`src/hdl/vks_pkg.sv`:
```
package vks_pkg;

	// number of CORDIC micro-rotations, one cell each (8..30)
	localparam int CordicIters = 16;

	localparam int IdxW = 5;
	localparam int CW   = 34;   // CORDIC x/y/z width, Q2.30 plus headroom
	localparam int DW   = 49;   // travel distance width, Q16.32

	localparam logic [31:0]   TurnPerRad = 32'd683565276;
	localparam logic signed [CW-1:0] CordicX0 = 34'sd652032874;

	localparam logic [7:0] REG_DT        = 8'd0;
	localparam logic [7:0] REG_SPEED_LIM = 8'd1;
	localparam logic [7:0] REG_TURN_MIN  = 8'd2;
	localparam logic [7:0] REG_TURN_MAX  = 8'd3;

	// arctangent of 2^-i in binary angle units (2^32 = one turn)
	localparam logic [29:0] ATAN_TURNS [32] = '{
		30'd536870912, 30'd316933406, 30'd167458907, 30'd85004756,
		30'd42667331, 30'd21354465, 30'd10679838, 30'd5340245,
		30'd2670163, 30'd1335087, 30'd667544, 30'd333772,
		30'd166886, 30'd83443, 30'd41722, 30'd20861,
		30'd10430, 30'd5215, 30'd2608, 30'd1304,
		30'd652, 30'd326, 30'd163, 30'd81,
		30'd41, 30'd20, 30'd10, 30'd5,
		30'd3, 30'd1, 30'd0, 30'd0
	};

	// side data that rides along the rotation chain
	typedef struct packed {
		logic signed [31:0]   px;
		logic signed [31:0]   py;
		logic signed [DW-1:0] travel;
		logic [30:0]          nv;
		logic signed [31:0]   nth;
		logic                 flip;
	} vks_carry_t;

	function automatic logic signed [31:0] sat32(input logic signed [67:0] v);
		logic signed [31:0] r;
		if (v > 68'sd2147483647) r = 32'sh7FFF_FFFF;
		else if (v < -68'sd2147483648) r = 32'sh8000_0000;
		else r = v[31:0];
		return r;
	endfunction

endpackage

```
`src/hdl/vks_cell.sv`:
```
module vks_cell (
	input  logic                            clk,
	input  logic                            en,
	input  logic [vks_pkg::IdxW-1:0]        idx,
	input  logic signed [vks_pkg::CW-1:0]   x_in,
	input  logic signed [vks_pkg::CW-1:0]   y_in,
	input  logic signed [vks_pkg::CW-1:0]   z_in,
	input  vks_pkg::vks_carry_t             carry_in,
	output logic signed [vks_pkg::CW-1:0]   x_q,
	output logic signed [vks_pkg::CW-1:0]   y_q,
	output logic signed [vks_pkg::CW-1:0]   z_q,
	output vks_pkg::vks_carry_t             carry_q
);

	logic signed [vks_pkg::CW-1:0] xs, ys, at;

	assign xs = x_in >>> idx;
	assign ys = y_in >>> idx;
	assign at = $signed({{(vks_pkg::CW-30){1'b0}}, vks_pkg::ATAN_TURNS[idx]});

	always_ff @(posedge clk) begin
		if (en) begin
			if (!z_in[vks_pkg::CW-1]) begin
				x_q <= x_in - ys;
				y_q <= y_in + xs;
				z_q <= z_in - at;
			end else begin
				x_q <= x_in + ys;
				y_q <= y_in - xs;
				z_q <= z_in + at;
			end
			carry_q <= carry_in;
		end
	end

endmodule

```
`config.mk`:
```
export PLATFORM = sky130hd
export DESIGN_NAME = vks_cell
export DESIGN_NICKNAME = d
export VERILOG_FILES = /design/src/hdl/vks_pkg.sv /design/src/hdl/vks_cell.sv
export SDC_FILE = /design/constraint.sdc
export NUM_CORES = 1
export LEC_CHECK = 0
export BUFFER_PORTS_ARGS = -buffer_cell sky130_fd_sc_hd__buf_4
export CORE_AREA = 2 2 221 223
export CTS_BUF_LIST = sky130_fd_sc_hd__clkbuf_4
export CTS_CLUSTER_DIAMETER = 50
export CTS_CLUSTER_SIZE = 10
export DETAILED_ROUTE_END_ITERATION = 7
export DIE_AREA = 0 0 223 225
export GPL_TIMING_DRIVEN = 0
export PLACE_DENSITY = 0.67
export SLEW_MARGIN = 20
export SYNTH_ARGS = -nofsm -noshare
export SYNTH_HDL_FRONTEND = slang
export SYNTH_SLANG_ARGS = --single-unit
```
`constraint.sdc`:
```
create_clock -name clk -period 11.58 [get_ports clk]
set_input_delay 1.158 -clock clk [delete_from_list [all_inputs] [get_ports clk]]
set_output_delay 1.158 -clock clk [all_outputs]
set_load 0.02 [all_outputs]
```
* Word-level counts from Yosys, hierarchy flattened *
Memories as Yosys holds them, arrays and structs flattened.
Cells that the tools add are included.

word-level totals
  register bits after elaboration = 279
  memory bits (read-only) = 960
  bits of input ports = 286
  output and inout bits = 279
  logic and storage cells = 25
  memories kept = 1

operators by class
  add/subtract/negate cells = 6
  $lt $le $gt $ge = 1
  shifts and indexed selects = 2
  muxes and demuxes = 5
  bitwise gates (word level) = 1

memories
  memory            words  bits a word  rd ports  clocked after memory_dff  wr ports  RTL line        text
  (name not given)  32     30           1         0                         0         vks_cell.sv:19  assign at = $signed({{(vks_pkg::CW-30){1'b0}}, vks_pkg::ATAN_TURNS[idx]});

operators by type and width
  operator                                        number
  34-bit two-way mux                              3
  34-bit adder                                    2
  34-bit by 5-bit >>> shifter with 34-bit output  2
  34-bit subtractor                               2
  30-bit two-way mux                              2
  34-bit by 31-bit adder with 34-bit output       1
  34-bit by 31-bit subtractor with 34-bit output  1
  6-bit >= comparator, second input constant      1
  5-bit NOT with 6-bit output                     1

* Longest topological paths before layout *
Gate-level depths: netlist of the first run.

  depth in word-level cells = 6
  gate-level depth with buffers = 27
  mapped depth without buffers = 23

* Worst setup path before layout of the first run *
No wires, ideal clock.

  path type = in2reg
  start point = input port idx[0] in the netlist's numbering
  end point = register z_q[32] in the netlist's numbering (data pin)
  library setup time = 0.137 ns
  arrival time = 6.354 ns
  required time = 11.443 ns
  path slack = 5.089 ns
  stages = 27
  path buffers = 4
  path through = buf_6 > buf_6 > inv_2 > ha_1 > clkbuf_1 > or2_2 > mux4_2 > mux2i_1 > ha_1 > nand2_1 > nor4_1 > nor2b_1 > and3_1 > or2_2 > buf_2 > xnor2_1 > ha_1 > and3_1 > nand2_1 > nor2_1 > nor2_1 > nand2_1 > o211ai_1 > a311oi_1 > o311a_1 > or4b_2 > nand4_1

between the ends
  cells in the longest elaborated chain, start to end = 6
  elaborated cells between the ends (all ways) = 7
  classes of those cells = 2 x add/sub; 3 x mux; 1 x bitwise; 1 x memory

RTL lines
  what                                                                                                                RTL line                        text
  start, declared                                                                                                     vks_cell.sv:4                   input logic [vks_pkg::IdxW-1:0] idx,
  5-bit NOT with 6-bit output (implied by the code) (*)                                                               vks_cell.sv:19
  memory read 32 x 30 bit (*)                                                                                         n/a
  30-bit two-way mux (implied by the code) (*) (2 in series)                                                          vks_cell.sv:19
  34-bit by 31-bit subtractor with 34-bit output / 34-bit by 31-bit adder with 34-bit output (equally long branches)  vks_cell.sv:26, vks_cell.sv:30
  34-bit two-way mux (*)                                                                                              vks_cell.sv:23                  if (!z_in[vks_pkg::CW-1]) begin
  end signal, assigned                                                                                                vks_cell.sv:26                  z_q <= z_in - at;
  end signal, assigned                                                                                                vks_cell.sv:30                  z_q <= z_in + at;
  end, declared                                                                                                       vks_cell.sv:11                  output logic signed [vks_pkg::CW-1:0] z_q,

Mark *: on every way between the ends. The rest lies on a longest branch, timed or not. The select of a mux whose other input is x is not followed.
A chain may end at the register's enable or synchronous reset.

* Final worst setup path of the first run *
  start point = input port idx[4] in the netlist's numbering
  end point = register y_q[33] in the netlist's numbering (data pin)

between the ends
  cells in the longest elaborated chain, start to end = 3
  elaborated cells between the ends (all ways) = 4
  classes of those cells = 2 x add/sub; 1 x shift; 1 x mux

RTL lines
  what                                                      RTL line                        text
  34-bit by 5-bit >>> shifter with 34-bit output (*)        vks_cell.sv:17                  assign xs = x_in >>> idx;
  34-bit adder / 34-bit subtractor (equally long branches)  vks_cell.sv:25, vks_cell.sv:29
  34-bit two-way mux (*)                                    vks_cell.sv:23
  end signal, assigned                                      vks_cell.sv:25                  y_q <= y_in + xs;
  end signal, assigned                                      vks_cell.sv:29                  y_q <= y_in - xs;
  end, declared                                             vks_cell.sv:10                  output logic signed [vks_pkg::CW-1:0] y_q,

Mark *: on every way between the ends. The rest lies on a longest branch, timed or not.

==> results of run 1 <==
critical path: cells and delay by family:
| family | cells | cell delay (ns) |
|---|---|---|
| buf+inv | 6 | 3.94 |
| simple gates | 8 | 1.62 |
| xor+xnor | 2 | 0.37 |
| compound gates | 5 | 1.60 |
| fa+ha+maj | 1 | 0.33 |
metal layers:
metal,track usage [%],wire length (um)
met5,0,27
met4,26.3,7700
met3,13.4,13200
met2,69.7,51100
met1,51.8,40500
sequential cells by signal, indices dropped and copies added (netlist names):
name and cells:
carry_q 177, x_q 34, y_q 34, z_q 34
synth_stat cells (30+ instances only):
cell	n	area, sq um
a21o_1	47	353
a21oi_1	166	831
a31oi_1	30	188
buf_2	33	165
clkbuf_1	34	128
edfxtp_1	279	8380
ha_1	110	1380
inv_1	46	173
mux2_2	32	360
mux2i_1	76	761
mux4_2	79	1780
nand2_1	132	495
nand2b_1	34	213
nor2_1	126	473
o21ai_0	79	395
xnor2_1	124	1090
xor2_1	51	447
per-stage QoR:
stage                     instances  total power [mW]  util, %  instance area (sq um)
after floorplan                1961              2.36        -                  21300
after global placement         3138              3.02     55.2                  26300
after detailed placement       3142              3.05     55.4                  26300
after CTS                      3193              3.74     56.5                  26900
after global routing           3195              3.90     56.6                  26900
final                          3198              3.77     56.6                  26900
placed cells by master, fill, tap and decap left out, types with 36 or more instances in the layout:
cell type  synthesis  final
clkbuf_4           0     38
xnor2_1          124    124
mux2i_1           76     76
a21oi_1          166    166
ha_1             110    110
xor2_1            51     51
a21o_1            47     47
inv_1             46     46
nand2_1          132    132
buf_4              5    567
o21ai_0           79     79
nor2_1           126    124
mux4_2            79     79
buf_2             33     36
edfxtp_1         279    279
power by group:
group / total (mW) / switching, mW / internal, mW
Combinational: 1.71 / 1.04 / 0.674
Sequential: 1.37 / 0.0547 / 1.32
Clock: 0.688 / 0.373 / 0.316
cell type report:
cell class / instances / area [sq um]
plain buffers: 101 / 549
diodes: 5 / 12.5
repair buffers: 566 / 4290
inverters: 47 / 176
multi-input cells: 1534 / 12200
clock buffers: 38 / 285
fillers: 4002 / 20600
flip-flops and latches: 279 / 8380
well taps: 615 / 769
clock inverters: 13 / 244
worst max-delay path by stage:
stage,cells after the start,slack [ns],endpoint
after floorplan,27,5.09,z_q[32]
after global placement,22,2.83,y_q[33]
after detailed placement,22,2.68,y_q[33]
after CTS,22,3.51,y_q[33]
after global routing,22,3.14,y_q[33]
final,22,3.05,y_q[33]
cells by family after synthesis:
kind of cell	after synthesis	share of synthesized area, %
AO/OA/AOI/OAI	558	17.5
XOR/XNOR	175	7.21
flip-flops	279	39.4
multiplexers	197	14.2
adder cells (fa/ha/maj)	113	6.75
buffers and inverters	148	3.39
AND/OR/NAND/NOR	491	11.6
==> flow_summary.ini, run 1 <==
[run_status]
status = finished, final reports clean

[grt]
grt_pass1_wl_um = 154000
grt_max_degree = 112
antenna_found_initial = 8
grt_pass1_vias = 20800
track_usage_pct = 43.6
grt_overflow_total = 0

[critical_path]
slowest_stage = clkbuf_1
crit_path_cell_trace = buf_4, clkbuf_1, inv_1, clkbuf_1, clkbuf_1, buf_1, o22ai_1, and4bb_2, and2_1, nor2_1, xnor2_1, ha_1, and4_1, nand3_1, a2bb2oi_1, o21ai_0, a21oi_1, nand3_1, nor2_1, nor3_1, a2111oi_0, xnor2_1
slowest_delay_ns = 1.04
cp-startpoint = idx[4]
path_common_cell = clkbuf_1
cp-start-kind = input port
cp-end-kind = flip-flop
worstPathRequired_ns = 12.09
critical_path_class = in -> reg
critical_path.max_fanout = 10
cp_data_arrival_time_ns = 9.04

[synthesis]
synth-edff-count = 279
yosysSeqAreaShare_pct = 39.4
yosysUniqueCellTypes = 98
synth_ff_type = edfxtp_1
ys_ff_latch = 279
syn-num-nets = 2360
syn_area_per_cell_sq_um = 10.8
synth_area_sq_um = 21300
postSynthCellCount = 1961
synthArstFlopShare_pct = 0
yosysWarnings = 0

[timing]
finalSetupViolations = 0
tightest_slew_ns = 1.33
holdWs_ns = 0.483
fin_crit_ns = 8.53
max_freq_mhz = 117
slew_viol_final = 0
rsz0062_at_grt = no
max_slew_margin_pct = 11.0
tns_ns = 0
finalCritPeriodShare_pct = 73.6
setup_slack_ns = 3.05
final-hold-violation-count = 0

[power_and_ir_drop]
irDropWorstVdd_mv = 0.136
p_leak_nw = 11.2
pwr_density_cell_nw_per_um2 = 140

[detailed_routing]
firstDrtPassIters = 7
drt_wl_total_um = 113000
drtIter0Drc = 2677
drc_errors = 0
wl_per_cell_um = 35.2
ant_nets = 0
vias = 21300
vias_per_cell = 6.67

[clock_tree]
cts_tree = built
clk_path_buf_depth = 3
cts_made_buffers = 37
clk_pin_slew_ns = 0.11
hold_buffers = 0
clock-root-buffer = clkbuf_4
ctsHtreeMaxLevel = 2
cts_setup_buffers = 0
cts_resized = 0
cts_num_sinks = 279

[worst_hold_path]
hold_path_end = carry_q[75]
holdCritPathClass = in -> reg
hold_start = carry_in[75]
hold_path_depth = 1

[place]
gp_congestion = 1.06
io_buffer_count = 562
dpl_worst_slack_ns = 2.68
place_hpwl_um = 87400

[die]
core-area_sq_um = 47500
rows = 80
die-area_sq_um = 50200
start_util_pct = 44.7
die_x_um = 223
fp.dieH_um = 225
io_pins = 565

[final_layout]
nNetsFinal = 2965
area_growth_pct = 26.4
drive_above_1_share_pct = 32.1

[flow_run]
max-cap-violations = 0
No activity file was read; power rests on OpenSTA's default activity.
==> run 2, diff against run 1 <==
Clock period 11.58 ns to 8 ns, I/O delays scaled along.
==> run 2 against run 1 <==
Largest power group unchanged. Die area stayed put. Combinational power is 45% higher. Non-clock buffer count stayed put. Total power is 45% higher. Largest cell class unchanged. First-iteration DRC count is 8.0% lower. Routed wire length hardly changed.
==> flow_summary.ini, run 2 (synthesis gave the netlist of run 1 again) <==
[run_status]
status = finished, final reports clean

[grt]
grt_overflow_total = 0
track_usage_pct = 43.6
grt_max_degree = 112
antenna_found_initial = 8
grt_pass1_vias = 20800
grt_pass1_wl_um = 154000

[power_and_ir_drop]
power_mw = 5.46
p_leak_nw = 11.2
irDropWorstVdd_mv = 0.198
pwr_density_cell_nw_per_um2 = 203

[detailed_routing]
wl_per_cell_um = 35.2
drt_wl_total_um = 112000
drc_errors = 0
vias_per_cell = 6.66
ant_nets = 0
vias = 21300
firstDrtPassIters = 8
drtIter0Drc = 2464

[die]
start_util_pct = 44.7
die-area_sq_um = 50200
fp.dieH_um = 225
io_pins = 565
die_x_um = 223
rows = 80
core-area_sq_um = 47500

[clock_tree]
clk_path_buf_depth = 3
hold_buffers = 0
clock-root-buffer = clkbuf_4
cts_resized = 0
cts_made_buffers = 37
cts_num_sinks = 279
cts_tree = built
clk_pin_slew_ns = 0.11
ctsHtreeMaxLevel = 2
cts_setup_buffers = 0

[critical_path]
cp-start-kind = input port
cp_data_arrival_time_ns = 8.51
critical_path_class = in -> reg
cp-endpoint = z_q[32]
cp-startpoint = idx[4]
cp-end-kind = flip-flop
critical_path.max_fanout = 10
worstPathRequired_ns = 8.63

[place]
placed_cells = 3142
place_hpwl_um = 87400
placed_cell_area_sq_um = 26300
io_buffer_count = 562
gp_congestion = 1.06

[timing]
max_freq_mhz = 127
slew_viol_final = 0
max_slew_margin_pct = 18.2
fin_crit_ns = 7.88
finalCritPeriodShare_pct = 98.5
tightest_slew_ns = 1.23
rsz0062_at_grt = no
finalSetupViolations = 0
final-hold-violation-count = 0

[final_layout]
num-fill-cells = 4002
area_growth_pct = 26.4
design_area_sq_um = 26900
top_register = carry_q
drive_above_1_share_pct = 32.2
final_cell_count_no_fill = 3196
mostFrequentLayoutCell = buf_4
layout_common_cells = 567 x buf_4, 279 x edfxtp_1, 166 x a21oi_1, 132 x nand2_1
utilization_pct = 56.6
nNetsFinal = 2965
seq_area_sq_um = 8380
multi_input_area_sq_um = 12200
largest_reg_flops = 177

[worst_hold_path]
holdCritPathClass = in -> reg

[flow_run]
max-cap-violations = 0
==> run 2: cell type report <==
type                            count  share of cell area (%)
Multi-Input combinational cell   1534                    45.3
Sequential cell                   279                    31.1
Timing Repair Buffer              566                    16.0
Tap cell                          615                    2.86
Buffer                            101                    2.07
Clock buffer                       38                    1.06
Clock inverter                     13                   0.907
Inverter                           47                   0.656
Antenna cell                        3                  0.0279
==> run 2: worst max-delay path, stage by stage <==
cell and delay (ns):
buf_4 0.15, clkbuf_1 0.70, clkbuf_1 0.86, buf_1 0.84
clkbuf_1 0.69, buf_1 0.73, o21ai_0 0.34, xnor2_1 0.21
ha_1 0.22, a2111oi_0 0.34, o21ai_0 0.24, a31oi_1 0.43
a21oi_1 0.24, o211ai_1 0.36, a311oi_1 0.22, o311a_1 0.38
or4b_2 0.62, nand4_1 0.10
==> run 2: worst min path at each step <==
| stage | slack, ns | depth (start not counted) | startpoint | end |
|---|---|---|---|---|
| after CTS | 0.09 | 1 | carry_in[75] | carry_q[75] |
| after floorplan | 0.90 | 0 | carry_in[0] | carry_q[0] |
| final | 0.12 | 1 | carry_in[9] | carry_q[9] |
| after global placement | 0.98 | 1 | carry_in[39] | carry_q[39] |
| after global routing | 0.1 | 1 | carry_in[9] | carry_q[9] |
| after detailed placement | 0.98 | 1 | carry_in[55] | carry_q[55] |
==> run 2: where the power goes <==
part           switching, mW  total, mW  internal [mW]
sequential            0.0791       1.98           1.90
clock                  0.541      0.998          0.457
combinational           1.50       2.48          0.976
==> run 2: per-layer routing <==
layer  vias up  global-route usage (%)  routed length, um
li1       8782                       -                  -
met1     10500                    51.8              40300
met4         6                    26.3               7990
met3       391                    13.4              13300
met2      1593                    69.7              50900
met5         -                       0                 41
==> run 2: stage by stage <==
| step | hold slack [ns] | TNS (ns) | worst slack, ns |
|---|---|---|---|
| after floorplan | 0.899 | 0 | 1.87 |
| after global placement | 0.978 | -1.15 | -0.396 |
| after detailed placement | 0.979 | -1.52 | -0.543 |
| after CTS | 0.0949 | 0 | 0.283 |
| after global routing | 0.0954 | 0 | 0.0946 |
| final | 0.120 | 0 | 0.122 |
==> run 3, diff against run 2 <==
Settings changed: ABC_AREA from default to 1, CORE_AREA 2 2 221 223 to 2 2 218 220, DIE_AREA 0 0 223 225 to 0 0 220 222, MAX_ROUTING_LAYER from default to met4, PLACE_DENSITY 0.67 to 0.68.
==> run 3 against run 2 <==
Synthesized area fell by 2.3%. Sequential power barely moved. Synthesized cell count rose by 37%.
==> flow_summary.ini, run 3 <==
[critical_path]
crit_buf_inv = 5
worstPathRequired_ns = 8.57
critical_path.max_fanout = 10
path_common_cell = o21ai_0
cp-end-kind = flip-flop
slowest_delay_ns = 0.75
cp-start-kind = input port
worstSetupPathDepth = 17
slowest_stage = buf_1
critical_path_class = in -> reg
critical_path.top_delay_family = buffers and inverters
cp_data_arrival_time_ns = 6.19
crit_path_cell_trace = clkbuf_1, inv_2, buf_1, buf_1, o21ai_0, ha_1, nand3_1, nand3_1, a21oi_1, o21ai_0, a21oi_1, inv_1, nand2_1, nand2_1, a21boi_0, o21ai_0, xor2_1

[final_layout]
top_register = carry_q
num-fill-cells = 4381
mostFrequentLayoutCell = nand2_1
layout_common_cells = 812 x nand2_1, 564 x buf_4, 370 x nand3_1, 279 x edfxtp_1, 225 x inv_1
seq_area_sq_um = 8380
nNetsFinal = 3682
area_growth_pct = 26.1
largest_reg_flops = 177
multi_input_area_sq_um = 11000
drive_above_1_share_pct = 22.1

[timing]
tns_ns = 0
fin_crit_ns = 5.62
tightest_slew_ns = 1.08
finalCritPeriodShare_pct = 70.3
holdWs_ns = 0.151
max_slew_margin_pct = 28.0
finalSetupViolations = 0
rsz0062_at_grt = no
final-hold-violation-count = 0
max_freq_mhz = 178
slew_viol_final = 0

[synthesis]
yosysWarnings = 0
syn_area_per_cell_sq_um = 7.74
postSynthCellCount = 2684
synthArstFlopShare_pct = 0
synth_ff_type = edfxtp_1
synth-edff-count = 279
synth_area_sq_um = 20800
synth_area_leader_cell = edfxtp_1
synth_compound_area_share_pct = 8.76
synth_top_family_by_area = simple AND/OR/NAND/NOR gates
synth_adder_area_share_pct = 6.91
syn-num-nets = 3083
yosys.cell_count.top_type = nand2_1
synth.area.top_cells = edfxtp_1 40%, nand2_1 15%, nand3_1 8.9%
ys_ff_latch = 279
yosysUniqueCellTypes = 52
synth_xor_area_share_pct = 6.91
synth_top_area_share_pct = 40.3
synth.top_cells.by_count = 812 x nand2_1, 370 x nand3_1, 279 x edfxtp_1
synthSimpleGateAreaFrac_pct = 30.4
synthMuxAreaShare_pct = 0
yosysSeqAreaShare_pct = 40.3

[detailed_routing]
wl_per_cell_um = 24.5
drtIter0Drc = 2533
vias = 22400
drt_wl_total_um = 95600
vias_per_cell = 5.73
ant_nets = 0
drc_errors = 0
firstDrtPassIters = 6

[clock_tree]
cts_setup_buffers = 0
cts_num_sinks = 279
cts_resized = 0
clk_path_buf_depth = 3
hold_buffers = 0
cts_made_buffers = 36
clk_pin_slew_ns = 0.11
cts_tree = built
ctsHtreeMaxLevel = 2
clock-root-buffer = clkbuf_4

[worst_hold_path]
holdCritPathClass = in -> reg
hold_path_depth = 1

[place]
io_buffer_count = 559
gp_congestion = 1.08
place_hpwl_um = 78900

[die]
core-area_sq_um = 46300
start_util_pct = 44.9
rows = 79
fp.dieH_um = 222
io_pins = 565
die-area_sq_um = 48800
die_x_um = 220

[power_and_ir_drop]
clockPowerShare_pct = 15.6
combPwrFrac_pct = 45.7
intPower_mw = 3.02
p_leak_nw = 12.5
pwr_density_cell_nw_per_um2 = 195
p_sw_share_pct = 40.8
irDropWorstVdd_mv = 0.212
pwr-share-seq_pct = 38.6
switching_power_mw = 2.08

[grt]
antenna_found_initial = 8
track_usage_pct = 39.3
grt_max_degree = 100
grt_overflow_total = 0
grt_pass1_wl_um = 137000
grt_pass1_vias = 21500

[run_status]
status = finished, final reports clean

[flow_run]
max-cap-violations = 0
-- run 3: cell count changes after synthesis, moves of 34 or more --
cell and change:
a21o_1 -38, inv_1 +179, mux2i_1 -76, mux4_2 -79, nand2_1 +680, nand2b_1 -34, nand3_1 +342, nor2_1 +91
xnor2_1 -82, xor2_1 +71
-- run 3: path summary, 6_finish.rpt --
path,from,end,slack (ns)
max,z_in[33],z_q[23],2.38
min,carry_in[5],carry_q[5],0.15
-- run 3: per-stage QoR --
step / util, % / setup slack [ns] / instances / area (sq um) / total power, mW
2_1_floorplan: - / 3.25 / 2684 / 20800 / 3.34
6_report: 56.6 / 2.38 / 3907 / 26200 / 5.10
3_5_place_dp: 55.8 / 1.78 / 3852 / 25800 / 4.29
4_1_cts: 56.6 / 2.60 / 3898 / 26200 / 5.09
3_3_place_gp: 55.6 / 1.84 / 3850 / 25700 / 4.27
5_1_grt: 56.6 / 2.16 / 3907 / 26200 / 5.36
-- run 3: power by group through the flow --
stage	clock network, mW	registers, mW	logic (mW)
final	0.797	1.97	2.33
after global routing	0.866	1.99	2.50
after CTS	0.814	1.97	2.30
after detailed placement	0	2.00	2.29
after global placement	0	2.00	2.27
after floorplan	0	2.28	1.06
-- run 3: logic make-up (layout without fill, tap and decap cells) --
logic type / count (synthesis) / count (layout)
adder cells (fa/ha/maj): 113 / 113
XOR/XNOR: 164 / 164
buffers and inverters: 325 / 932
AO/OA/AOI/OAI: 315 / 315
other: 0 / 9
flip-flops: 279 / 279
AND/OR/NAND/NOR: 1488 / 1488
-- run 3: area by class of cell --
class,instances,share of cell area (%)
plain buffers,87,1.85
diodes,9,0.0859
inverters,238,3.43
clock inverters,9,0.401
well taps,607,2.90
repair buffers,561,16.3
multi-input cells,2080,42.1
flip-flops and latches,279,32.0
clock buffers,37,1.06
-- run 3: routing by layer --
| metal | GRT usage (%) | share of wire [%] | vias up |
|---|---|---|---|
| met4 | 20.9 | 5.9 | 0 |
| li1 | - | - | 10300 |
| met5 | - | 0 | - |
| met2 | 60.4 | 45 | 1332 |
| met3 | 8.49 | 10 | 257 |
| met1 | 48.2 | 39 | 10500 |
